## config.mk

```make
export PLATFORM = sky130hd
export DESIGN_NAME = rua_walker
export DESIGN_NICKNAME = d
export VERILOG_FILES = /design/src/rtl/rectangle_union_area_assert.svh /design/src/rtl/rua_pkg.sv /design/src/rtl/rua_walker.sv
export SDC_FILE = /design/constraint.sdc
export NUM_CORES = 1
export LEC_CHECK = 0
export CAP_MARGIN = 20
export CORE_UTILIZATION = 48
export DETAILED_ROUTE_END_ITERATION = 16
export DONT_BUFFER_PORTS = 1
export PLACE_DENSITY = 0.65
export SYNTH_ARGS = -nofsm -noshare
export SYNTH_HDL_FRONTEND = slang
export SYNTH_SLANG_ARGS = --single-unit
```

## constraint.sdc

```tcl
create_clock -name i_clk -period 2.6 [get_ports i_clk]
set_clock_uncertainty 0.1 [all_clocks]
set_input_delay 0.52 -clock i_clk [delete_from_list [all_inputs] [get_ports i_clk]]
set_output_delay 0.52 -clock i_clk [all_outputs]
set_load 0.03 [all_outputs]
```

## src/rtl/rectangle_union_area_assert.svh

```systemverilog
// Assertion macros shared by the rectangle union area RTL.
`ifndef RECTANGLE_UNION_AREA_ASSERT_SVH
`define RECTANGLE_UNION_AREA_ASSERT_SVH
`ifndef NO_ASSERTIONS
// Clocked check, switched off while reset is held.
`define RUA_ASSERT(lbl, prop, msg) \
    lbl: assert property (@(posedge i_clk) disable iff (!i_rst_n) prop) else $error(msg);
// Clocked check that also holds through reset.
`define RUA_ASSERT_NR(lbl, prop, msg) \
    lbl: assert property (@(posedge i_clk) prop) else $error(msg);
`else
`define RUA_ASSERT(lbl, prop, msg)
`define RUA_ASSERT_NR(lbl, prop, msg)
`endif
`endif

```

## src/rtl/rua_pkg.sv

```systemverilog
// Shared types, codes and helpers for the rectangle union area block.
`timescale 1ns / 1ps
package rua_pkg;

    localparam int WORD_BITS = 64;
    localparam int LANE_BITS = 6;
    localparam int COORD_W   = 9;
    localparam int AREA_W    = 17;
    localparam int CNT_W     = 7;

    // most cells one word can add
    localparam logic [CNT_W-1:0] WORD_CNT = 7'd64;

    // item kinds
    localparam logic KIND_PAINT = 1'b0;
    localparam logic KIND_CLEAR = 1'b1;

    typedef enum logic [1:0] {
        ST_INIT,
        ST_IDLE,
        ST_PAINT,
        ST_CLEAR
    } t_state;

    // controller to walker
    typedef struct packed {
        logic load;
        logic clr;
    } t_walk_cmd;

    // walker to coverage memory
    typedef struct packed {
        logic vld;
        logic clr;
    } t_mem_req;

    // newly covered cells of one word
    typedef struct packed {
        logic             vld;
        logic [CNT_W-1:0] cnt;
    } t_cnt_beat;

    function automatic logic [3:0] popcount8(input logic [7:0] b);
        logic [3:0] c;
        c = '0;
        for (int i = 0; i < 8; i++) begin
            c = c + {3'b000, b[i]};
        end
        return c;
    endfunction

endpackage

```

## src/rtl/rua_walker.sv

```systemverilog
// Address walker: steps rows and words of a rectangle, or sweeps the whole store.
`timescale 1ns / 1ps
module rua_walker #(
    parameter int GRID_SIDE = 256
) (
    input  logic                                    i_clk,
    input  logic                                    i_rst_n,
    input  rua_pkg::t_walk_cmd                      i_cmd,
    input  logic signed [rua_pkg::COORD_W-1:0]      i_x_low,
    input  logic signed [rua_pkg::COORD_W-1:0]      i_y_low,
    input  logic signed [rua_pkg::COORD_W-1:0]      i_x_high,
    input  logic signed [rua_pkg::COORD_W-1:0]      i_y_high,
    output rua_pkg::t_mem_req                       o_req,
    output logic [$clog2(GRID_SIDE)+((((GRID_SIDE+63)/64) > 1) ?
                  $clog2((GRID_SIDE+63)/64) : 1)-1:0] o_addr,
    output logic [rua_pkg::WORD_BITS-1:0]           o_mask,
    output logic                                    o_busy
);

    localparam int ROW_WORDS = (GRID_SIDE + 63) / 64;
    localparam int W_BITS    = (ROW_WORDS > 1) ? $clog2(ROW_WORDS) : 1;
    localparam int XW        = $clog2(GRID_SIDE);
    localparam int CW        = $clog2(GRID_SIDE + 1);
    localparam int EW        = ((CW > rua_pkg::COORD_W) ? CW : rua_pkg::COORD_W) + 2;
    localparam int LB        = rua_pkg::LANE_BITS;
    localparam int YE        = LB + W_BITS;

    // offset to cell edge and saturate to the grid
    function automatic logic [CW-1:0] to_edge(
        input logic signed [rua_pkg::COORD_W-1:0] v
    );
        logic signed [EW-1:0] s;
        s = EW'(v) + EW'(GRID_SIDE / 2);
        if (s < 0) begin
            return '0;
        end else if (s > EW'(GRID_SIDE)) begin
            return CW'(GRID_SIDE);
        end
        return s[CW-1:0];
    endfunction

    logic [XW-1:0]     r_x;
    logic [XW-1:0]     r_xlast;
    logic [W_BITS-1:0] r_w;
    logic [W_BITS-1:0] r_wl;
    logic [W_BITS-1:0] r_wh;
    logic [LB-1:0]     r_lo;
    logic [LB-1:0]     r_hi;
    logic              r_clr;
    logic              r_busy;

    logic [CW-1:0] xl, xh, yl, yh, xh_m1, yh_m1;
    logic [YE-1:0] y_first, y_last;
    logic          empty;

    // clamped edges of the incoming rectangle
    always_comb begin
        xl      = to_edge(i_x_low);
        yl      = to_edge(i_y_low);
        xh      = to_edge(i_x_high);
        yh      = to_edge(i_y_high);
        xh_m1   = xh - CW'(1);
        yh_m1   = yh - CW'(1);
        y_first = YE'(yl);
        y_last  = YE'(yh_m1);
        empty   = (xh <= xl) || (yh <= yl);
    end

    // walk state: word inner, row outer
    always_ff @(posedge i_clk) begin
        if (!i_rst_n || (i_cmd.load && i_cmd.clr)) begin
            r_x     <= '0;
            r_xlast <= XW'(GRID_SIDE - 1);
            r_w     <= '0;
            r_wl    <= '0;
            r_wh    <= W_BITS'(ROW_WORDS - 1);
            r_lo    <= '0;
            r_hi    <= '1;
            r_clr   <= 1'b1;
            r_busy  <= 1'b1;
        end else if (i_cmd.load) begin
            r_x     <= xl[XW-1:0];
            r_xlast <= xh_m1[XW-1:0];
            r_w     <= y_first[YE-1:LB];
            r_wl    <= y_first[YE-1:LB];
            r_wh    <= y_last[YE-1:LB];
            r_lo    <= y_first[LB-1:0];
            r_hi    <= y_last[LB-1:0];
            r_clr   <= 1'b0;
            r_busy  <= !empty;
        end else if (r_busy) begin
            if (r_w == r_wh) begin
                r_w <= r_wl;
                if (r_x == r_xlast) begin
                    r_busy <= 1'b0;
                end else begin
                    r_x <= r_x + XW'(1);
                end
            end else begin
                r_w <= r_w + W_BITS'(1);
            end
        end
    end

    logic [LB-1:0] lo_bit, hi_bit;

    // cell mask of the current word
    always_comb begin
        lo_bit = (r_w == r_wl) ? r_lo : '0;
        hi_bit = (r_w == r_wh) ? r_hi : '1;
        o_mask = ({rua_pkg::WORD_BITS{1'b1}} << lo_bit)
               & ({rua_pkg::WORD_BITS{1'b1}} >> (~hi_bit));
    end

    assign o_req.vld = r_busy;
    assign o_req.clr = r_clr;
    assign o_addr    = {r_x, r_w};
    assign o_busy    = r_busy;

endmodule

```

======== After elaboration in Yosys (flattened, before gate mapping) ========
Index checks and enable logic that the tools add are counted.
operators by class
  $add $sub $neg .......................... 8
  order comparisons ....................... 10
  equal/unequal tests ..................... 4
  shifts and indexed selects .............. 2
  mux-type cells .......................... 33
  bitwise operators ....................... 2
  reduce and logical (&&, ||, !) cells .... 8
operators with widths
  cell                     number
  $mux W9                  12
  $and A64 B64 Y64         1
  $shl A64 B6 Y64 const A  1
  $shr A64 B6 Y64 const A  1
  $add A9 B9 Y10 const B   4
  $gt A10 B10 Y1 const B   4
  $lt A10 B1 Y1 const B    4
  $mux W8                  4
  $le A9 B9 Y1             2
  $sub A8 B1 Y8 const B    2
  $mux W1                  12
  $mux W6                  2
  $add A8 B1 Y8 const B    1
  $eq A8 B8 Y1             1
  $mux W2                  3
  $not A6 Y6               1
  $eq A2 B2 Y1             2
  $reduce_bool A2 Y1       2
  $reduce_and A3 Y1        1
  $add A2 B1 Y2 const B    1
  $logic_not A1 Y1         2
  $logic_or A1 B1 Y1       2
  $ne A2 B2 Y1 const B     1
  $logic_and A1 B1 Y1      1
storage, ports and cells
  flip-flop bits (word level) ............. 36
  input bits .............................. 40
  output and inout bits ................... 77

======== Longest topological paths before layout ========
Gate-level depths: netlist (run 1).
  depth after elaboration ................. 9
  mapped depth ............................ 10
  mapped depth without buffers ............ 10

======== Worst setup path after synthesis (run 1) ========
OpenSTA, ideal clock, no wires.
  path type ............................... flip-flop to output port
  start point ............................. register r_w[0]
  end point ............................... output o_mask[33] in the netlist's numbering
  data arrival time ....................... 2153 ps
  path slack .............................. -173 ps
  stages on the path, launching flop included .. 6
  buffers on the path ..................... 1
  cell sequence ........................... dfxtp_1 xor2_2 nor2_2 and2_1 buf_2 a221oi_1
between the ends
  cells in the longest elaborated chain, start to end .. 5
  elaborated cells between the ends (all ways) .. 8
  those cells by class .................... 2 x eq/ne; 2 x shift; 2 x mux; 2 x bitwise
ends and longest elaborated chain
  what                    line               source
  start, declared         rua_walker.sv:44   logic [W_BITS-1:0] r_w;
  start signal, assigned  rua_walker.sv:84   r_w <= y_first[YE-1:LB];
  start signal, assigned  rua_walker.sv:93   r_w <= r_wl;
  start signal, assigned  rua_walker.sv:100  r_w <= r_w + W_BITS'(1);
  $eq A2 B2 Y1            rua_walker.sv:110  hi_bit = (r_w == r_wh) ? r_hi : '1;
  $mux W6                 rua_walker.sv:110
  $not A6 Y6              rua_walker.sv:112  & ({rua_pkg::WORD_BITS{1'b1}} >> (~hi_bit));
  $shr A64 B6 Y64         rua_walker.sv:112
  $and A64 B64 Y64 *      rua_walker.sv:112
  end, declared           rua_walker.sv:16   output logic [rua_pkg::WORD_BITS-1:0] o_mask,
Every way passes the cells marked *; elsewhere a longest branch is shown, timed or not.

======== Final worst setup path (run 1) ========
  start point ............................. register r_wl[1]
  end point ............................... output o_mask[40] in the netlist's numbering
between the ends
  cells in the longest elaborated chain, start to end .. 4
ends and longest elaborated chain
  what                    line               source
  start, declared         rua_walker.sv:45   logic [W_BITS-1:0] r_wl;
  start signal, assigned  rua_walker.sv:85   r_wl <= y_first[YE-1:LB];
  $eq A2 B2 Y1            rua_walker.sv:109  lo_bit = (r_w == r_wl) ? r_lo : '0;
  $mux W6                 rua_walker.sv:109
  $shl A64 B6 Y64         rua_walker.sv:111  o_mask = ({rua_pkg::WORD_BITS{1'b1}} << lo_bit)
  $and A64 B64 Y64        rua_walker.sv:112
No other way between the ends.

==> Flow_metrics.wiki, run 1 <==
{| class="wikitable"
! Metric !! Value
|-
| Final non-filler cell total || 744
|-
| TritonCTS clock tree || done
|-
| Starting DRT DRC Count || 449
|-
| Final setup violating endpoints || 5
|-
| Length of the first detailed-routing pass in iterations || 5
|-
| Crit. End Element || primary output
|-
| Dominant cells by area after synthesis || dfxtp_1 (19%), nand2_1 (7.5%), ha_1 (7.0%)
|-
| Worst path slowest cell || dfxtp_2
|-
| Least-Margin Pin Slew || 0.787 ns
|-
| Leakage power figure || 2.18 nW
|-
| Die Footprint || 8170 sq um
|-
| Starting density of the core || 50.7%
|-
| Detailed-route DRC error count || 0
|-
| Syn. warnings || 0
|-
| Number of antenna violations at the first check in global routing || 0
|-
| Synth Net Count || 592
|-
| Most frequently used flop master after synthesis || dfxtp_1
|-
| Clock Latency Late Sink || 0.29 ns
|-
| Layout fillers || 608
|-
| Crit Path Category || flip-flop to primary output
|-
| Crit Reg-Reg Endpoint || r_x[0]
|-
| Buffer and inverter count on the worst path || 3
|-
| Class of the worst hold path || input port to flip-flop
|-
| Utilization after layout || 73.0%
|-
| Most common cell in the netlist || nand2_1
|-
| Top cell type by total area after synthesis || dfxtp_1
|-
| Global route total overflow || 0
|-
| Power Total || 1.83 mW
|-
| Portion of synthesized cell area occupied by the leading cell type || 19.2%
|-
| Max cap viols || 0
|-
| Post-synth EDFFs || 0
|-
| CTS hold repair buffers || 0
|-
| CTS Root Buffer Type || clkbuf_8
|-
| Floorplan die height || 90.4 um
|-
| Largest buffer count on any clock path || 2
|-
| Row cnt || 31
|-
| Mean post-synth cell area || 7.07 sq um
|-
| Startpoint of the worst-slack reg-to-reg timing path || r_x[7]
|-
| Number of instances in the placed design || 725
|-
| Final-report hold violation count || 0
|-
| Post-detail-place hpwl || 11.7 mm
|-
| Maximum fanout count along the critical path || 6
|-
| Share of the clock period used by the worst path || 102%
|-
| Total wire length after detailed routing || 15.1 mm
|-
| Internal Dissipation || 1.11 mW
|-
| Maximum level of the CTS H-tree || 2
|-
| # IOs || 117
|-
| Final critical path time including I/O delays and setup || 2.66 ns
|-
| Fraction of power spent switching nets || 39.6%
|-
| R2r setup slk || 0.53 ns
|-
| Startpoint Class || flip-flop
|-
| CP Cell Sequence || xor2_4 > nor2_4 > buf_8 > buf_4 > and2_4 > a31o_1 > a211oi_2 > buf_4
|-
| Sequential-to-total area share from yosys stat || 19.2%
|-
| Routability congestion estimate from global placement || 0.995
|-
| Unrepaired setup endpoints after global routing || true
|-
| Number of nets in the layout || 705
|-
| Crit path arrival time || 2.04 ns
|-
| Synth async-reset ratio || 0%
|-
| Routed WL per cell || 20.2 um
|-
| Required @ worst endpoint || 1.98 ns
|-
| Register bit count reported by yosys || 36
|-
| Outcome || complete, but fails checks
|-
| Vias || 4,705
|-
| Cell type with the highest occurrence count on the critical path || buf_4
|-
| Worst path top cell family by delay || buffers and inverters
|-
| Cells on worst reg2reg path || 5
|-
| Comb power frac || 42.6%
|-
| Violations in the final reports || negative setup slack
|-
| Number of diodes || 0
|-
| Cell area after technology mapping || 3750 sq um
|-
| Global-route wire length before repair || 23.4 mm
|-
| Average vias per placed instance || 6.32
|-
| CTS clock-pin slew for the worst setup and hold paths || 0.07 ns
|-
| Worst path max stage delay || 0.40 ns
|-
| Switching power of the nets || 0.727 mW
|-
| Part of the power in the clock network || 22.8%
|-
| Share of post-route cells with drive strength above 1 || 38.6%
|-
| Peak clock frequency supported by timing || 376 MHz
|-
| Global-route usage over all layers || 36.1%
|-
| Hold path depth || 1
|-
| Die X || 90.4 um
|-
| Count of buffers from port buffering || 0
|-
| Commonest cells in the netlist || nand2_1 (75), nor2_1 (45), a21oi_1 (44), dfxtp_1 (36)
|-
| Std-Cell Core Area || 7410 sq um
|-
| Fin. max-slew vios || 0
|-
| Clk sinks || 36
|-
| Power density over the cells || 339 nW/um^2
|-
| Post-synthesis cell count || 531
|-
| ANT nets after route || 0
|-
| Count of cell types in the netlist || 64
|-
| Area growth from synthesis to layout || 44.2%
|-
| Share of power burned in registers || 34.6%
|-
| Clock buffers created by TritonCTS || 5
|-
| Hold-critical path endpoint || r_wh[0]
|-
| Pin count of the biggest net entering global routing || 48
|-
| Normalized max-slew margin || 47.4%
|-
| Worst Slack Setup Final || -0.0589 ns
|-
| Vias in the first global route || 4,391
|-
| Peak supply drop || 0.232 mV
|-
| Startpoint of the most critical hold path || i_rst_n
|}
## routing by layer
metal	wire length [um]	GRT usage (%)	vias to the layer above	part of all wire (%)
met5	0	0	-	0
met4	369	12.0	0	2.5
met1	6960	53.2	2225	46
li1	-	-	2179	-
met3	1260	5.39	38	8.3
met2	6470	53.2	263	43
## cell type report
cell class              count  area [sq um]  share of cell area (%)
repair buffers            141          1130                    20.9
well taps                  99           124                    2.29
inverters                  14          55.1                    1.02
clock buffers               6          82.6                    1.53
flip-flops and latches     36           733                    13.6
clock inverters             2          10.0                   0.185
multi-input cells         446          3280                    60.5
## sequential cells by signal, indices dropped and copies added (netlist names)
name,cells
o_busy,1
r_clr,1
r_hi,6
r_lo,6
r_w,2
r_wh,2
r_wl,2
r_x,8
r_xlast,8
## power groups by stage
stage | combinational (mW) | sequential (mW) | clock (mW)
2_1_floorplan | 0.474 | 0.638 | 0
3_3_place_gp | 0.684 | 0.636 | 0
3_5_place_dp | 0.692 | 0.638 | 0
4_1_cts | 0.708 | 0.628 | 0.419
5_1_grt | 0.840 | 0.637 | 0.458
6_report | 0.781 | 0.634 | 0.418
## worst max-delay path by stage
stage / start / to / slack, ns / depth (start not counted)
global route: r_w[0] / o_mask[27] / -0.12 / 8
global placement: i_x_high[2] / o_busy / 0.09 / 9
finish: r_wl[1] / o_mask[40] / -0.06 / 8
floorplan: r_w[0] / o_mask[33] / -0.17 / 5
detailed placement: i_x_high[2] / o_busy / -0.02 / 9
CTS: r_w[0] / o_mask[6] / -0.005 / 7
## metrics by stage
| stage | instance area, sq um | setup WS, ns | hold slack (ns) | TNS, ns |
|---|---|---|---|---|
| after floorplan | 3940 | -0.173 | 0.328 | -0.903 |
| after global placement | 4880 | 0.0938 | 0.368 | 0 |
| after detailed placement | 4880 | -0.0177 | 0.379 | -0.0177 |
| after CTS | 5080 | -0.00512 | 0.214 | -0.0167 |
| after global routing | 5410 | -0.122 | 0.226 | -1.14 |
| final | 5410 | -0.0589 | 0.213 | -0.163 |
## repair_timing
action,4_1_cts,5_1_grt
resized for setup,27,54
pin swaps,4,18
buffers inserted,0,12
endpoints found under the setup margin,46,52
## layout by cell type (no fill, tap or decap), types with 5 or more instances in the layout
cell | netlist | final
buf_4 | 4 | 130
nand2_1 | 75 | 70
a21oi_1 | 44 | 40
nor2_1 | 45 | 38
dfxtp_1 | 36 | 30
nand3_1 | 22 | 22
o21ai_0 | 23 | 21
ha_1 | 21 | 21
a211oi_2 | 1 | 16
inv_1 | 13 | 13
xnor2_1 | 14 | 13
a221oi_2 | 1 | 13
xor2_1 | 13 | 12
nor3_1 | 20 | 11
and3_1 | 11 | 11
and2_1 | 12 | 10
a31oi_1 | 9 | 9
nor3_2 | 1 | 7
buf_6 | 2 | 7
nand2b_1 | 6 | 6
nor2_2 | 2 | 6
nand4_1 | 6 | 6
a211oi_1 | 23 | 6
clkbuf_8 | 0 | 6
nor2b_1 | 7 | 5
nand2_2 | 3 | 5
o21ai_1 | 7 | 5
o21a_1 | 5 | 5
## kinds of logic (layout without fill, tap and decap cells)
group | Yosys count | after routing | share of synthesized area, %
adders and majority gates | 21 | 21 | 7.00
and+or+nand+nor | 229 | 229 | 30.4
xor gates and xnor gates | 29 | 29 | 7.17
DFF | 36 | 36 | 19.2
muxes | 2 | 2 | 0.534
AOI/OAI and AO/OA | 165 | 165 | 29.9
buffers and inverters | 49 | 163 | 5.80
Note: power is estimated with default switching activity, not from simulation.
==> run 2, diff against run 1 <==
--- a/config.mk
+++ b/config.mk
@@ -5,11 +5,13 @@
 export SDC_FILE = /design/constraint.sdc
 export NUM_CORES = 1
 export LEC_CHECK = 0
+export ABC_AREA = 1
 export CAP_MARGIN = 20
-export CORE_UTILIZATION = 48
+export CORE_UTILIZATION = 59
 export DETAILED_ROUTE_END_ITERATION = 16
 export DONT_BUFFER_PORTS = 1
-export PLACE_DENSITY = 0.65
+export PLACE_DENSITY = 0.78
+export REMOVE_ABC_BUFFERS = 1
 export SYNTH_ARGS = -nofsm -noshare
 export SYNTH_HDL_FRONTEND = slang
 export SYNTH_SLANG_ARGS = --single-unit
==> run 2 against run 1 <==
  * The flow still finishes with violations (negative setup slack)
  * Critical path depth unchanged
  * Flip-flop and latch count unchanged
  * Setup slack worse by 0.0076 ns
  * Register-to-register slack better by 0.09 ns
  * Die area down 15%
  * Sequential share of layout area up 1.0 points
  * Count of clock-buffer cells in the layout up 2
  * Fmax down 0.28%
  * Synthesized area up 4.2%
  * Non-clock buffer count down 45
  * Largest cell class unchanged
  * Highest routed layer unchanged
==> Flow_metrics.wiki, run 2 <==
{| class="wikitable"
! Metric !! Value
|-
| Outcome || complete, but fails checks (unchanged)
|-
| Violations in the final reports || negative setup slack (unchanged)
|-
| Largest registers in the final layout || r_x (8), r_xlast (8) (unchanged)
|-
| Final setup violating endpoints || 16 (was 5)
|-
| ANT nets after route || 0 (unchanged)
|-
| Detailed-route DRC error count || 0 (unchanged)
|-
| Share of post-route cells with drive strength above 1 || 27.2% (was 38.6%)
|-
| Startpoint Class || flip-flop (unchanged)
|-
| Clk sinks || 36 (unchanged)
|-
| Length of the first detailed-routing pass in iterations || 6 (was 5)
|-
| Crit path arrival time || 2.05 ns (was 2.04 ns)
|-
| Top cell type by total area after synthesis || dfxtp_1 (unchanged)
|-
| Starting DRT DRC Count || 290 (was 449)
|-
| Maximum fanout count along the critical path || 7 (was 6)
|-
| Total wire length after detailed routing || 13.7 mm (was 15.1 mm)
|-
| CP Cell Sequence || xnor2_2 > nand2_2 > nor2_4 > clkinvlp_4 > buf_6 > a21oi_2 > a21oi_1 > buf_4 (was xor2_4 > nor2_4 > buf_8 > buf_4 > and2_4 > a31o_1 > a211oi_2 > buf_4)
|-
| Average vias per placed instance || 5.98 (was 6.32)
|-
| Post-synthesis cell count || 669 (was 531)
|-
| Required @ worst endpoint || 1.98 ns (about the same)
|-
| Die Footprint || 6950 sq um (was 8170 sq um)
|-
| Dominant cells by area after synthesis || dfxtp_1 (18%), nand2_1 (15%), a21oi_1 (9.0%) (was dfxtp_1 (19%), nand2_1 (7.5%), ha_1 (7.0%))
|-
| Routability congestion estimate from global placement || 1.06 (was 0.995)
|-
| Global-route usage over all layers || 38.0% (was 36.1%)
|-
| Register bit count reported by yosys || 36 (unchanged)
|-
| Most frequently used flop master after synthesis || dfxtp_1 (unchanged)
|-
| Final-report hold violation count || 0 (unchanged)
|-
| Most frequent standard cell in the layout excluding fill and tap cells || nand2_1 (was buf_4)
|-
| Std-Cell Core Area || 6390 sq um (was 7410 sq um)
|-
| TritonCTS clock tree || done (unchanged)
|-
| Commonest cells after routing, fill and taps aside || nand2_1 (141), buf_4 (89), nor2_1 (76), inv_1 (65), a21oi_1 (64) (was buf_4 (130), nand2_1 (70), a21oi_1 (40), nor2_1 (38), dfxtp_1 (30))
|-
| Count of buffers from port buffering || 0 (unchanged)
|-
| Pin count of the biggest net entering global routing || 44 (was 48)
|-
| Max cap viols || 0 (unchanged)
|-
| Crit Path Category || flip-flop to primary output (unchanged)
|-
| Share of the clock period used by the worst path || 103% (was 102%)
|-
| Leakage power figure || 2.41 nW (was 2.18 nW)
|-
| Vias in the first global route || 4,681 (was 4,391)
|-
| Count of cell types in the netlist || 40 (was 64)
|-
| Cell area after technology mapping || 3910 sq um (was 3750 sq um)
|-
| Worst Slack Setup Final || -0.0665 ns (was -0.0589 ns)
|-
| Class of the worst hold path || input port to flip-flop (unchanged)
|-
| Sequential-to-total area share from yosys stat || 18.4% (was 19.2%)
|-
| Mean post-synth cell area || 5.84 sq um (was 7.07 sq um)
|-
| # IOs || 117 (unchanged)
|-
| Unrepaired setup endpoints after global routing || true (unchanged)
|-
| Final critical path time including I/O delays and setup || 2.67 ns (was 2.66 ns)
|-
| Floorplan die height || 83.4 um (was 90.4 um)
|-
| Buffer and inverter count on the worst path || 3 (unchanged)
|-
| Most common cell in the netlist || nand2_1 (unchanged)
|-
| Clock buffers created by TritonCTS || 5 (unchanged)
|-
| Fin Setup TNS || -0.236 ns (was -0.163 ns)
|-
| Peak clock frequency supported by timing || 375 MHz (was 376 MHz)
|-
| Portion of synthesized cell area occupied by the leading cell type || 18.4% (was 19.2%)
|-
| Peak supply drop || 0.286 mV (was 0.232 mV)
|-
| Normalized max-slew margin || 63.6% (was 47.4%)
|-
| Fin. max-slew vios || 0 (unchanged)
|-
| Commonest cells in the netlist || nand2_1 (154), nor2_1 (88), inv_1 (78), a21oi_1 (70), nand3_1 (42) (was nand2_1 (75), nor2_1 (45), a21oi_1 (44), dfxtp_1 (36))
|-
| Number of antenna violations at the first check in global routing || 0 (unchanged)
|-
| Global route total overflow || 0 (unchanged)
|-
| Worst path max stage delay || 0.36 ns (was 0.40 ns)
|-
| Largest buffer count on any clock path || 2 (unchanged)
|-
| Number of diodes || 0 (unchanged)
|-
| CTS clock-pin slew for the worst setup and hold paths || 0.07 ns (about the same)
|-
| Number of nets in the layout || 809 (was 705)
|-
| Vias || 4,936 (was 4,705)
|-
| Area growth from synthesis to layout || 27.3% (was 44.2%)
|-
| Syn. warnings || 0 (unchanged)
|-
| Maximum level of the CTS H-tree || 2 (unchanged)
|-
| Die X || 83.4 um (was 90.4 um)
|-
| Post-detail-place hpwl || 10.5 mm (was 11.7 mm)
|-
| Row cnt || 29 (was 31)
|-
| CTS Root Buffer Type || clkbuf_8 (unchanged)
|-
| Crit. End Element || primary output (unchanged)
|-
| Post-synth EDFFs || 0 (unchanged)
|-
| Least-Margin Pin Slew || 0.545 ns (was 0.787 ns)
|-
| Synth async-reset ratio || 0% (unchanged)
|-
| Worst path slowest cell || dfxtp_2 (unchanged)
|-
| Starting density of the core || 61.2% (was 50.7%)
|-
| Worst path top cell family by delay || buffers and inverters (unchanged)
|-
| Routed WL per cell || 16.6 um (was 20.2 um)
|-
| Power Total || 1.97 mW (was 1.83 mW)
|-
| Global-route wire length before repair || 21.6 mm (was 23.4 mm)
|-
| Clock Latency Late Sink || 0.28 ns (was 0.29 ns)
|-
| Power density over the cells || 397 nW/um^2 (was 339 nW/um^2)
|}
[run 2: cell count changes after synthesis, moves of 13 or more]
cell,delta
a211oi_1,-13
a21oi_1,+26
a221oi_1,-14
clkbuf_1,-13
inv_1,+65
nand2_1,+79
nand3_1,+20
nor2_1,+43
o21ai_0,+18
[run 2: cell families (layout without fill, tap and decap cells)]
group | count (synthesis) | count (layout) | synth area share [%]
and+or+nand+nor | 329 | 329 | 36.9
DFF | 36 | 36 | 18.4
xor gates and xnor gates | 18 | 18 | 4.42
buffers and inverters | 111 | 191 | 11.6
adders and majority gates | 21 | 21 | 6.72
AOI/OAI and AO/OA | 154 | 154 | 21.9
[run 2: metrics by stage]
stage | utilization, % | std cells | setup WS (ns) | hold slack [ns] | area (sq um)
3_3_place_gp | 69.9 | 800 | -0.00403 | 0.376 | 4470
5_1_grt | 77.9 | 826 | -0.141 | 0.220 | 4980
6_report | 77.9 | 826 | -0.0665 | 0.224 | 4980
4_1_cts | 72.1 | 810 | 0.0120 | 0.223 | 4600
2_1_floorplan | - | 645 | -0.454 | 0.362 | 3780
3_5_place_dp | 69.9 | 800 | -0.0835 | 0.389 | 4470
[run 2: path summary, 6_finish.rpt]
| path | startpoint | cells after the start | slack [ns] | end |
|---|---|---|---|---|
| worst min register to register | r_wl[0] | 2 | 0.41 | r_wl[0] |
| worst max register to register | r_w[0] | 10 | 0.62 | r_x[7] |
| worst max-delay path | r_w[0] | 8 | -0.07 | o_mask[11] |
| worst min-delay path | i_cmd[1] | 1 | 0.22 | r_lo[4] |
[run 2: worst reg2reg max path, stage by stage (launching register included)]
cell and delay [ns]:
dfxtp_2 0.36, xnor2_2 0.19, nand2_2 0.16, buf_4 0.18
buf_4 0.14, nor2_2 0.16, nand2_2 0.15, nand2_2 0.17
o21ai_0 0.12, nor2_1 0.10, nor2_1 0.04
[run 2: repair_timing]
item | 4_1_cts | 5_1_grt
pin swaps | 2 | 17
buffers inserted | 2 | 16
gates cloned | 0 | 0
gates resized for setup | 9 | 84
hold buffers | 0 | 0
setup endpoints to repair | 52 | 62
[run 2: routing by layer]
metal,GRT usage (%),wire (um)
met1,44.3,5450
met2,68.0,6780
met3,6.96,1030
met4,15.2,438
met5,0,0
[run 2: layout make-up]
cell class	count	area (sq um)
multi-input cells	522	2970
clock buffers	8	90.1
flip-flops and latches	36	724
fillers	507	1410
well taps	77	96.3
repair buffers	96	751
inverters	87	345
[run 2: power by group]
part | switching [mW] | internal [mW] | leakage (nW)
Clock | 0.196 | 0.216 | 0.0455
Combinational | 0.604 | 0.309 | 2.06
Sequential | 0.0622 | 0.588 | 0.298
Total | 0.862 | 1.11 | 2.41
